===== src/design/sitd_pkg.sv =====
// Shared types and constants for the signed integer to decimal ASCII converter.
// Used by the controller, the datapath and the checker.
`timescale 1ns / 1ps

package sitd_pkg;

    localparam logic [7:0] CHAR_ZERO  = 8'd48;
    localparam logic [7:0] CHAR_MINUS = 8'd45;

    // shift-and-add-3 binary to BCD: correct a digit of 5 or more before each shift
    localparam logic [3:0] BCD_ADJ_LIMIT = 4'd5;
    localparam logic [3:0] BCD_ADJ       = 4'd3;

    typedef struct packed {
        logic start;       // load a new value
        logic conv;        // one binary to BCD step
        logic find;        // locate the leading nonzero digit
        logic emit_sign;   // load '-' into the output register
        logic emit_digit;  // load the current digit into the output register
    } t_cmd;

    typedef struct packed {
        logic conv_done;   // this conversion step is the final one
        logic neg;         // value is negative
        logic last_digit;  // digit pointer at the least significant digit
        logic out_free;    // output register can take a character this cycle
    } t_sts;

endpackage


===== src/design/signed_int_to_decimal_ascii.sv =====
// Signed integer to decimal ASCII converter, top level.
// Instantiates sitd_ctrl and sitd_datapath; depends on sitd_pkg.
//
// Each accepted value (low VALUE_WIDTH bits, two's complement) comes out as
// its decimal text, one character per output transfer, most significant
// first: '-' for negatives, then digits without leading zeros; o_last marks
// the final character. The most negative value converts correctly. One value
// is in work at a time: after the input transfer the shift-and-add-3 BCD
// converter takes in one bit per cycle until all VALUE_WIDTH bits are in, the
// leading digit is found next, then one character leaves per cycle while the
// output is not stalled. The last character may still wait in the output
// register while the next value is accepted.
`timescale 1ns / 1ps

module signed_int_to_decimal_ascii #(
    parameter int VALUE_WIDTH = 64
) (
    input  logic        i_clk,
    input  logic        i_rst_n,
    input  logic        i_in_valid,
    output logic        o_in_stall,
    input  logic [63:0] i_value,
    output logic        o_out_valid,
    input  logic        i_out_stall,
    output logic [7:0]  o_char_code,
    output logic        o_last
);
    import sitd_pkg::*;

    t_cmd cmd;
    t_sts sts;

    sitd_ctrl u_ctrl (
        .i_clk      (i_clk),
        .i_rst_n    (i_rst_n),
        .i_in_valid (i_in_valid),
        .o_in_stall (o_in_stall),
        .i_sts      (sts),
        .o_cmd      (cmd)
    );

    sitd_datapath #(
        .VALUE_WIDTH (VALUE_WIDTH)
    ) u_dp (
        .i_clk       (i_clk),
        .i_rst_n     (i_rst_n),
        .i_cmd       (cmd),
        .o_sts       (sts),
        .i_value     (i_value),
        .i_out_stall (i_out_stall),
        .o_out_valid (o_out_valid),
        .o_char_code (o_char_code),
        .o_last      (o_last)
    );

endmodule


===== src/design/sitd_ctrl.sv =====
// Sequencer for the converter: accept, convert, find the leading digit, emit.
// Depends on sitd_pkg for the command and status structs.
`timescale 1ns / 1ps

module sitd_ctrl (
    input  logic           i_clk,
    input  logic           i_rst_n,
    input  logic           i_in_valid,
    output logic           o_in_stall,
    input  sitd_pkg::t_sts i_sts,
    output sitd_pkg::t_cmd o_cmd
);
    import sitd_pkg::*;

    localparam logic [2:0] S_IDLE = 3'd0;
    localparam logic [2:0] S_CONV = 3'd1;
    localparam logic [2:0] S_FIND = 3'd2;
    localparam logic [2:0] S_SIGN = 3'd3;
    localparam logic [2:0] S_EMIT = 3'd4;

    logic [2:0] r_state;
    logic [2:0] n_state;

    always_ff @(posedge i_clk) begin
        if (!i_rst_n) begin
            r_state <= S_IDLE;
        end else begin
            r_state <= n_state;
        end
    end

    always_comb begin
        n_state = r_state;
        o_cmd   = '0;
        unique case (r_state)
            S_IDLE: begin
                if (i_in_valid) begin
                    o_cmd.start = 1'b1;
                    n_state     = S_CONV;
                end
            end
            S_CONV: begin
                o_cmd.conv = 1'b1;
                if (i_sts.conv_done) begin
                    n_state = S_FIND;
                end
            end
            S_FIND: begin
                o_cmd.find = 1'b1;
                n_state    = i_sts.neg ? S_SIGN : S_EMIT;
            end
            S_SIGN: begin
                if (i_sts.out_free) begin
                    o_cmd.emit_sign = 1'b1;
                    n_state         = S_EMIT;
                end
            end
            S_EMIT: begin
                if (i_sts.out_free) begin
                    o_cmd.emit_digit = 1'b1;
                    if (i_sts.last_digit) begin
                        n_state = S_IDLE;
                    end
                end
            end
            default: begin
                n_state = S_IDLE;
            end
        endcase
    end

    assign o_in_stall = (r_state != S_IDLE);

endmodule


===== src/design/sitd_datapath.sv =====
// Datapath: magnitude register, shift-and-add-3 BCD converter, digit pointer
// and output register. Depends on sitd_pkg.
`timescale 1ns / 1ps

module sitd_datapath #(
    parameter int VALUE_WIDTH = 64
) (
    input  logic           i_clk,
    input  logic           i_rst_n,
    input  sitd_pkg::t_cmd i_cmd,
    output sitd_pkg::t_sts o_sts,
    input  logic [63:0]    i_value,
    input  logic           i_out_stall,
    output logic           o_out_valid,
    output logic [7:0]     o_char_code,
    output logic           o_last
);
    import sitd_pkg::*;

    // decimal digits of 2^VALUE_WIDTH, enough for 2^(VALUE_WIDTH-1): floor(W*log10(2)) + 1
    localparam int NDIG = (VALUE_WIDTH * 30103) / 100000 + 1;
    localparam int BCDW = NDIG * 4;
    localparam int IDXW = $clog2(NDIG);
    localparam int CNTW = $clog2(VALUE_WIDTH);

    logic [VALUE_WIDTH-1:0] r_mag;
    logic [BCDW-1:0]        r_bcd;
    logic                   r_neg;
    logic [CNTW-1:0]        r_cnt;
    logic [IDXW-1:0]        r_idx;
    logic                   r_out_valid;
    logic [7:0]             r_char;
    logic                   r_last;

    logic [VALUE_WIDTH-1:0] raw;
    logic [VALUE_WIDTH-1:0] n_mag;
    logic [BCDW-1:0]        bcd_adj;
    logic [IDXW-1:0]        lead_idx;
    logic [3:0]             cur_digit;
    logic                   out_free;

    assign raw   = i_value[VALUE_WIDTH-1:0];
    assign n_mag = raw[VALUE_WIDTH-1] ? (~raw + VALUE_WIDTH'(1)) : raw;

    always_comb begin
        for (int d = 0; d < NDIG; d++) begin
            bcd_adj[d*4 +: 4] = (r_bcd[d*4 +: 4] >= BCD_ADJ_LIMIT)
                              ? r_bcd[d*4 +: 4] + BCD_ADJ : r_bcd[d*4 +: 4];
        end
    end

    // highest nonzero digit wins; all zero leaves the units digit
    always_comb begin
        lead_idx = '0;
        for (int d = 0; d < NDIG; d++) begin
            if (r_bcd[d*4 +: 4] != 4'd0) begin
                lead_idx = IDXW'(d);
            end
        end
    end

    assign cur_digit = r_bcd[r_idx*4 +: 4];
    assign out_free  = !r_out_valid || !i_out_stall;

    always_ff @(posedge i_clk) begin
        if (i_cmd.start) begin
            r_mag <= n_mag;
            r_neg <= raw[VALUE_WIDTH-1];
            r_bcd <= '0;
            r_cnt <= CNTW'(VALUE_WIDTH - 1);
        end else if (i_cmd.conv) begin
            r_bcd <= {bcd_adj[BCDW-2:0], r_mag[VALUE_WIDTH-1]};
            r_mag <= {r_mag[VALUE_WIDTH-2:0], 1'b0};
            r_cnt <= r_cnt - CNTW'(1);
        end
        if (i_cmd.find) begin
            r_idx <= lead_idx;
        end else if (i_cmd.emit_digit) begin
            r_idx <= r_idx - IDXW'(1);
        end
    end

    always_ff @(posedge i_clk) begin
        if (!i_rst_n) begin
            r_out_valid <= 1'b0;
        end else if (i_cmd.emit_sign || i_cmd.emit_digit) begin
            r_out_valid <= 1'b1;
        end else if (!i_out_stall) begin
            r_out_valid <= 1'b0;
        end
    end

    always_ff @(posedge i_clk) begin
        if (i_cmd.emit_sign) begin
            r_char <= CHAR_MINUS;
            r_last <= 1'b0;
        end else if (i_cmd.emit_digit) begin
            r_char <= CHAR_ZERO + {4'd0, cur_digit};
            r_last <= (r_idx == '0);
        end
    end

    assign o_sts.conv_done  = (r_cnt == '0);
    assign o_sts.neg        = r_neg;
    assign o_sts.last_digit = (r_idx == '0);
    assign o_sts.out_free   = out_free;

    assign o_out_valid = r_out_valid;
    assign o_char_code = r_char;
    assign o_last      = r_last;

endmodule


===== config.mk =====
export PLATFORM = sky130hd
export DESIGN_NAME = signed_int_to_decimal_ascii
export DESIGN_NICKNAME = d
export VERILOG_FILES = /design/src/design/sitd_pkg.sv /design/src/design/signed_int_to_decimal_ascii.sv /design/src/design/sitd_ctrl.sv /design/src/design/sitd_datapath.sv
export SDC_FILE = /design/constraint.sdc
export NUM_CORES = 1
export LEC_CHECK = 0
export BUFFER_PORTS_ARGS = -buffer_cell sky130_fd_sc_hd__buf_2
export CAP_MARGIN = 20
export CORE_ASPECT_RATIO = 0.75
export CORE_MARGIN = 2
export CORE_UTILIZATION = 50
export CTS_CLUSTER_DIAMETER = 60
export DETAILED_ROUTE_END_ITERATION = 7
export PLACE_DENSITY = 0.78
export SLEW_MARGIN = 20
export SYNTH_ARGS = -nofsm -noshare
export SYNTH_HDL_FRONTEND = slang
export SYNTH_HIERARCHICAL = 1
export SYNTH_SLANG_ARGS = --single-unit

===== constraint.sdc =====
create_clock -name i_clk -period 3.4 [get_ports i_clk]
set_input_delay 0.68 -clock i_clk [delete_from_list [all_inputs] [get_ports i_clk]]
set_output_delay 0.68 -clock i_clk [all_outputs]
set_load 0.05 [all_outputs]

## Yosys cells after proc, flatten, opt, wreduce, memory -nomap -nowiden

Cells that the tools add are included.

| cells by class | value |
|---|---|
| add/sub/neg operators | 24 |
| order comparisons | 20 |
| equality and inequality tests | 10 |
| shift operators | 1 |
| multiplexer cells | 60 |
| bitwise operators | 1 |
| reduce and logical (&&, ||, !) cells | 30 |

Operators with widths:

| cell | number |
|---|---|
| $mux 64 | 3 |
| $mux 4 | 27 |
| $ge 4x3->1 const B | 20 |
| $shiftx 80x8->4 | 1 |
| $add 4x2->4 const B | 19 |
| $reduce_bool 4->1 | 19 |
| $add 64x1->64 const B | 1 |
| $not 64->64 | 1 |
| $mux 3 | 11 |
| $mux 5 | 6 |
| $pmux 3 s5 | 1 |
| $mux 1 | 10 |
| $add 6x4->7 const A | 1 |
| $eq 3x2->1 const B | 2 |
| $logic_not 6->1 | 1 |
| $ne 2x1->1 const B | 3 |
| $ne 2x2->1 const B | 3 |
| $sub 6x1->6 const B | 1 |
| $logic_not 5->1 | 1 |
| $reduce_and 5->1 | 1 |
| $sub 5x1->5 const B | 1 |
| $mux 2 | 2 |
| $reduce_bool 2->1 | 2 |
| $add 3x2->3 const B | 1 |
| other kinds (6) | 8 |

| word-level totals | value |
|---|---|
| register bits | 169 |
| input port bits | 68 |
| output and inout port bits | 11 |
| word-level logic and storage cells | 155 |

## Depth between registers and ports, before layout

Gate-level depths: netlist of run 1.

| depth | value |
|---|---|
| depth in word-level cells | 21 |
| depth in mapped cells | 8 |
| mapped depth without buffers | 8 |

## Modules after synthesis

Netlist of run 1, hierarchy kept.

By module, submodules not included:

| module | instances | cells an instance | area each (um^2) |
|---|---|---|---|
| sitd_datapath | 1 | 1151 | 10207.3 |
| sitd_ctrl | 1 | 33 | 259.0 |

## Least setup slack after synthesis of run 1

OpenSTA, ideal clock, no wires.

| timing path | value |
|---|---|
| path kind | register -> register |
| start point | reg u_ctrl.r_state[0] |
| end point | reg u_dp.r_mag[0], enable pin |
| setup time | 0.394 ns |
| data arrival time | 2.541 ns |
| data required time | 3.006 ns |
| setup slack | 0.464 ns |
| stages on the path, launching flop included | 7 |
| path buffers | 3 |
| clock period less this slack | 2.936 ns |
| path through | dfxtp_1 -> buf_6 -> or3_1 -> nor2_1 -> clkbuf_1 -> clkbuf_1 -> or2_2 |

RTL lines:

| item | RTL line | source |
|---|---|---|
| start, declared | sitd_ctrl.sv:21 | `logic [2:0] r_state;` |
| start signal, assigned | sitd_ctrl.sv:28 | `r_state <= n_state;` |
| end signal, assigned | sitd_datapath.sv:67 | `r_mag <= n_mag;` |
| end signal, assigned | sitd_datapath.sv:73 | `r_mag <= {r_mag[VALUE_WIDTH-2:0], 1'b0};` |
| end, declared | sitd_datapath.sv:26 | `logic [VALUE_WIDTH-1:0] r_mag;` |

## Worst setup path after layout of run 1

| timing path | value |
|---|---|
| start point | in i_value[4] |
| end point | reg u_dp.r_mag[57], data pin |

| on the way | value |
|---|---|
| cells in the longest elaborated chain, start to end | 4 |

RTL lines:

| item | RTL line | source |
|---|---|---|
| start, declared | signed_int_to_decimal_ascii.sv:22 | `input logic [63:0] i_value,` |
| $not 64->64 | sitd_datapath.sv:43 | `assign n_mag = raw[VALUE_WIDTH-1] ? (~raw + VALUE_WIDTH'(1)) : raw;` |
| $add 64x1->64 | sitd_datapath.sv:43 |  |
| $mux 64 | sitd_datapath.sv:43 |  |
| $mux 64 | sitd_datapath.sv:66 | `if (i_cmd.start) begin` |

Every way passes these cells.
A chain may end at the register's enable or synchronous reset.

==> metrics.md, run 1 <==
| Metric | Value |
|---|---|
| Tightest Pin Transition | slightly above 800 ps |
| Reg-to-Reg End | u_dp/o_char_code[3] |
| Core Area | ~20000 um^2 |
| Worst path bufs/invs | 1 |
| CP Launch Type | input port |
| Final setup viols | 0 |
| Flops & latches, synth | 166 |
| Drt total wl | 24.52 mm |
| Clock transition at path regs | 70 ps |
| CP max-delay cell | or4_4 |
| Crit. End Element | flip-flop |
| CTS Buf Count | 17 |
| Hold Crit Start | u_dp/o_char_code[2] |
| Grt ovf | 0 |
| First-pass GRT wire length | 39.90 mm |
| CTS tree | built |
| Max-cap viol count | 0 |
| Peak Freq | 0.3424 GHz |
| Peak VDD IR | 0.3383 mV |
| Seq/Total Area, Yosys | 38.45% |
| Largest net degree at the start of global routing | 65 |
| CP Max Fanout | 12 |
| Clk Latency, worst-skew pair | around 440 ps |
| Hold WC Path Type | reg2reg |
| Area share of the largest cell type after synthesis | 20.08% |
| Max-Slew Margin vs Limit | 46.24% |
| DR WL/cell | 16.10 um |
| Status | complete, no violations |
| Crit Path Class | in2reg |
| Pwr per Cell Area | 464.9 nW/um^2 |
| Cell Chain, Critical Path | buf_2, or4_4, nor4_4, nand2_1, o41ai_1, xor2_1, a21oi_1 |
| Final period utilization | 85.89% |
| Synthesized area | 10470 um^2 |
| Initial Util | 51.35% |
| Leakage power | between 0.004 and 0.005 uW |
| Synth Flop Type | dfxtp_1 |
| Synth warn | 6 |
| CP top delay family | simple AND/OR/NAND/NOR gates |
| # clock sinks | 166 |
| Max incr delay on CP | about 570 ps |
| Die X | 171.1 um |
| # IOs | 79 |
| Post-synth EDFFs | 70 |
| DR vias | 8788 |
| Period minus WS final | 2920 ps |
| Worst r2r src | u_dp/r_idx[0] |
| Area of the die | 22120 um^2 |
| Max-slew violations | 0 |
| Vias/cell | around 5.8 |
| Cell count of the worst hold path | 1 |
| Number of antenna violations at the first check in global routing | 0 |
| Mean post-synth cell area | 8.840 um^2 |
| Drt drc | 0 |
| FF-to-FF path depth | 6 |
| H-tree depth | 4 |
| Row cnt | 45 |
| Synthesis-to-finish area growth | 11.66% |
| DRT iter0 DRCs | roughly 900 |
| Unique masters post-synth | 62 |
| RSZ-0062 raised after global routing | false |
| HPWL Detailed | 16.64 mm |
| Setup TNS | 0 ps |
| Hold Fails Final Rpt | 0 |
| RD Place Congestion | 0.8375 |
| Skew final | around 8.6 ps |
| Post-cts resize count | 0 |
| PortBufs | 75 |
| CP required | 3570 ps |
| Drt pass-1 iters | 5 |
| # Post-CTS Setup Buffers | 0 |
| Largest area contributor in the netlist | edfxtp_1 |
| Worst path arrival time | 3090 ps |
| Ant diodes | 0 |
| Clk buf depth | 2 |
| Vias in the first global route | 7945 |
| Layout cells sized above 1 | between 10% and 20% |
| Ranking of synthesized cells by area | edfxtp_1 (20%), dfxtp_1 (18%), a21oi_1 (7.1%) |
| Most frequent cells in the layout | nor2_1 (158), a21oi_1 (148), dfxtp_1 (96), o21ai_0 (89), xor2_1 (81) |
| Hold buffer count at cts | 0 |
| Reg2Reg Setup Slack | 980 ps |
| Die Ht | 129.3 um |
| Async S/R FF share, synth | 0% |
| Syn Inst Count | 1184 |
| Util after Layout | 57.34% |
| Final antenna-violating net count | 0 |
| Pwr Total | 5433 uW |
| Hold Path Sink | u_dp/o_char_code[2] |
| CTS Root Cell | clkbuf_16 |
| Most common cell after layout, fill and taps aside | nor2_1 |
| Total GRT Usage | 22.46% |
| Nets | ~1300 |
-- per-layer routing --
metal / vias to the layer above / routed length, um / global-route usage, %
met5: - / 0 / 0
met4: 0 / 364 / 6.780
met3: 32 / 1437 / 3.879
met2: 288 / 11330 / 35.53
met1: 4193 / 11380 / 31.70
li1: 4275 / - / -
-- cell usage after synthesis (3+ instances only) --
master	instances
xnor2_1	26
or3b_2	3
clkbuf_1	54
a21oi_1	148
and2_1	4
nor3b_1	11
nor4_4	3
ha_1	46
nor3_1	26
nand3_1	27
o31ai_1	12
edfxtp_1	70
o41ai_1	16
a22oi_1	5
a31oi_1	5
nor2b_1	6
nand2_1	67
o41ai_2	6
buf_1	3
mux2i_1	25
nand3b_1	3
dfxtp_1	96
o21ai_0	89
inv_1	53
nor4_1	5
or4_4	5
nand2b_1	31
buf_4	6
or3_1	16
o22ai_1	5
or2_2	9
xor2_1	81
mux4_2	20
or4_1	5
nor2_1	160
-- logic make-up (layout without fill, tap and decap cells) --
family                   after synthesis  in the layout  share of synthesized area [%]
AO/OA/AOI/OAI                        300            300                          16.51
other                                  2              3                        0.07175
AND/OR/NAND/NOR                      395            395                          18.96
multiplexers                          47             47                          6.910
buffers and inverters                121            177                          4.650
flip-flops                           166            166                          38.45
XOR/XNOR                             107            107                          8.954
adder cells (fa/ha/maj)               46             46                          5.499
-- worst reg2reg max path: stages, from the launching register on --
cell and delay (ps):
edfxtp_1 880, buf_4 350, mux4_2 540, a22oi_1 180, o21ai_0 90, a31oi_1 180
a21oi_1 80
-- layout make-up --
cell class,instances,area [um^2]
clock buffer,22,539.3
clock inverter,10,76.32
fill,1761,8696
inverter,55,206.4
multi-input combinational,898,5974
sequential,166,4024
tap,282,352.8
timing repair buffer,90,513.0
-- how the worst max path moves through the flow --
stage                            from              to  cells past startpoint
floorplan           u_ctrl/r_state[0]   u_dp/r_mag[0]                      6
global placement           i_value[4]  u_dp/r_mag[57]                      7
detailed placement         i_value[4]  u_dp/r_mag[59]                      7
CTS                        i_value[4]  u_dp/r_mag[59]                      7
global route               i_value[8]  u_dp/r_mag[57]                      7
finish                     i_value[4]  u_dp/r_mag[57]                      7
-- flip-flops by register name, summed over array words and instances (netlist names) --
| register | flops |
|---|---|
| u_dp/r_cnt | 6 |
| u_dp/r_neg | 1 |
| u_dp/o_out_valid | 1 |
| u_dp/r_idx | 5 |
| u_ctrl/r_state | 3 |
| u_dp/o_last | 1 |
| u_dp/r_mag | 64 |
| u_dp/r_bcd | 80 |
| u_dp/o_char_code | 5 |
-- through the flow --
stage               instances  hold slack [ps]  cell area [um^2]  setup WS (ps)
global placement         1491            441.3             11070          243.8
floorplan                1185            444.1             10470          464.5
detailed placement       1491            468.1             11070          175.2
global route             1523            490.2             11690          309.5
CTS                      1523            478.2             11690          560.8
finish                   1523            477.2             11690          479.6
-- report_power, final --
part / internal [uW] / switching [uW]
Clock: 1140 / 835
Sequential: 2370 / 100
Combinational: 320 / 666
Total: 3830 / 1600
Power figures use the tool's default switching activity.
==> inputs of run 2 (changes only) <==
--- a/config.mk
+++ b/config.mk
@@ -7,12 +7,14 @@
 export LEC_CHECK = 0
 export BUFFER_PORTS_ARGS = -buffer_cell sky130_fd_sc_hd__buf_2
 export CAP_MARGIN = 20
-export CORE_ASPECT_RATIO = 0.75
+export CELL_PAD_IN_SITES_DETAIL_PLACEMENT = 1
+export CELL_PAD_IN_SITES_GLOBAL_PLACEMENT = 1
+export CORE_ASPECT_RATIO = 1.1
 export CORE_MARGIN = 2
-export CORE_UTILIZATION = 50
+export CORE_UTILIZATION = 47
 export CTS_CLUSTER_DIAMETER = 60
 export DETAILED_ROUTE_END_ITERATION = 7
-export PLACE_DENSITY = 0.78
+export PLACE_DENSITY = 0.91
 export SLEW_MARGIN = 20
 export SYNTH_ARGS = -nofsm -noshare
 export SYNTH_HDL_FRONTEND = slang
==> run 2 against run 1 <==
Count of clock-buffer cells in the layout down 5. Fmax grew 0.68%. Critical path depth is the same. Sequential share of layout area is 0.18 points lower. Via count grew 5.0%. Largest cell class unchanged. Utilization fell by 3.8 points. Highest routed layer unchanged.
==> metrics.md, run 2 (synthesis gave the netlist of run 1 again) <==
| Metric | Value |
|---|---|
| Status | complete, no violations |
| Crit path to | u_dp/r_mag[40] |
| Crit Path Class | in2reg |
| FF-to-FF path depth | 7 (+1) |
| Skew final | 10.24 ps (+1.595 ps) |
| Largest regs | u_dp/r_bcd x80, u_dp/r_mag x64, u_dp/r_cnt x6 |
| CTS Root Cell | clkbuf_16 |
| Hold WC Path Type | reg2reg |
| Drt pass-1 iters | 5 (unchanged) |
| HPWL Detailed | 19.35 mm (+16%) |
| Core Area | 21970 um^2 (+7.8%) |
| DRT iter0 DRCs | 573 (-37%) |
| First-pass GRT wire length | 48.86 mm (+22%) |
| Reg2Reg Setup Slack | 940 ps (-40 ps) |
| Grt ovf | 0 (unchanged) |
| Most common cell after layout, fill and taps aside | nor2_1 |
| Largest net degree at the start of global routing | 68 (+4.6%) |
| CP Max Fanout | 6 (-6) |
| CTS tree | built |
| Tightest Pin Transition | 823.5 ps (+17.15 ps) |
| Vias/cell | 5.996 (+3.9%) |
| CTS Buf Count | 17 (unchanged) |
| DR vias | 9228 (+5.0%) |
| Worst path arrival time | 3080 ps (about the same) |
| # IOs | 79 (unchanged) |
| Worst Setup SP | i_value[4] |
| Final period utilization | 85.32% (-0.58 points) |
| Max-slew violations | 0 (unchanged) |
| Final setup viols | 0 (unchanged) |
| Leakage power | 0.004339 uW (+0.38%) |
| Die X | 146.3 um (-14%) |
| # placed instances | 1507 (+1.1%) |
| Drt drc | 0 (unchanged) |
| # Post-CTS Setup Buffers | 0 (unchanged) |
| H-tree depth | 4 (unchanged) |
| Clk buf depth | 2 (unchanged) |
| RSZ-0062 raised after global routing | false |
| # clock sinks | 166 (unchanged) |
| Post-cts resize count | 0 (unchanged) |
| CP required | 3580 ps (about the same) |
| PortBufs | 75 (unchanged) |
| Total GRT Usage | 25.57% (+3.1 points) |
| Die Ht | 160.5 um (+24%) |
| DR WL/cell | 19.40 um (+21%) |
| Finished Layout Cells | 1539 (+1.1%) |
| CP max-delay cell | nor4_4 |
| Biggest register | u_dp/r_bcd |
| Peak Freq | 0.3447 GHz (+0.68%) |
| Reg-to-Reg End | u_dp/r_bcd[63] |
| Vias in the first global route | 9639 (+21%) |
| Ant diodes | 0 (unchanged) |
| Hold Fails Final Rpt | 0 (unchanged) |
| Row cnt | 57 (+27%) |
| Crit. End Element | flip-flop |
| Initial Util | 47.65% (-3.7 points) |
| Cell Chain, Critical Path | buf_2, or4_4, nor4_4, nand3_1, o41ai_1, xor2_1, a21oi_1 |
| Most frequent cells in the layout | nor2_1 (158), a21oi_1 (148), dfxtp_1 (96), o21ai_0 (89), xor2_1 (81) |
| Peak VDD IR | 0.3367 mV (-0.49%) |
| Max-Slew Margin vs Limit | 44.33% (-1.9 points) |
| Worst r2r src | u_ctrl/r_state[0] |
| CP Launch Type | input port |
| Pwr per Cell Area | 483.4 nW/um^2 (+4.0%) |
| Hold buffer count at cts | 0 (unchanged) |
| Drt total wl | 29.86 mm (+22%) |
| Area of the die | 23480 um^2 (+6.2%) |
| Period minus WS final | 2901 ps (-19.61 ps) |
| Setup TNS | 0 ps (unchanged) |
| Nets | 1345 (+0.22%) |
| Clock transition at path regs | 70 ps (about the same) |
| RD Place Congestion | 0.8610 (+2.8%) |
| Max-cap viol count | 0 (unchanged) |
| Largest register FFs | 80 (unchanged) |
| Final antenna-violating net count | 0 (unchanged) |
| Clk Latency, worst-skew pair | 440 ps (about the same) |
| Synthesis-to-finish area growth | 12.25% |
| Number of antenna violations at the first check in global routing | 0 (unchanged) |
| Max incr delay on CP | 590 ps (+20 ps) |
| Layout cells sized above 1 | 14.63% (+0.13 points) |
-- run 2: critical path: cells and delay by family --
kind,cells,cell delay (ps)
buffers and inverters,1,130
xor gates and xnor gates,1,200
and+or+nand+nor,3,1480
AOI/OAI and AO/OA,2,580
-- run 2: final cells by class --
cell class / count / area [um^2]
Inverter: 55 / 206.4
Timing Repair Buffer: 93 / 535.5
Multi-Input combinational cell: 898 / 5974
Clock buffer: 17 / 425.4
Clock inverter: 15 / 214.0
Fill cell: 2634 / 10220
Tap cell: 295 / 369.1
Sequential cell: 166 / 4024
-- run 2: worst min-delay path by stage --
stage,end,depth (start not counted),slack (ps),start
6_report,u_dp/o_char_code[2],1,470,u_dp/o_char_code[2]
4_1_cts,u_ctrl/r_state[0],2,460,i_rst_n
3_3_place_gp,u_dp/o_char_code[4],2,450,u_dp/o_char_code[4]
5_1_grt,u_ctrl/r_state[0],2,490,i_rst_n
3_5_place_dp,u_dp/o_char_code[2],1,460,u_dp/o_char_code[2]
2_1_floorplan,u_dp/r_cnt[0],2,440,u_dp/r_cnt[0]
-- run 2: routing by layer --
metal	wire (um)	track usage, %
met5	0	0
met2	15160	45.97
met1	12280	30.65
met3	1411	3.636
met4	1001	10.68
-- run 2: per-stage QoR --
stage / total power (uW) / area [um^2] / util [%] / hold WS, ps / setup slack, ps
detailed placement: 3526 / 11110 / 50.58 / 462.5 / 223.6
floorplan: 3208 / 10470 / - / 444.1 / 464.5
global placement: 3465 / 11110 / 50.58 / 449.0 / 325.3
finish: 5679 / 11750 / 53.49 / 471.0 / 499.2
global route: 5902 / 11750 / 53.49 / 485.8 / 388.7
CTS: 5705 / 11750 / 53.49 / 464.1 / 531.1
-- run 2: power by group --
part	total, uW	switching, uW	internal (uW)
combinational	1030	706	323
sequential	2490	111	2370
clock	2160	913	1250
total	5680	1730	3950
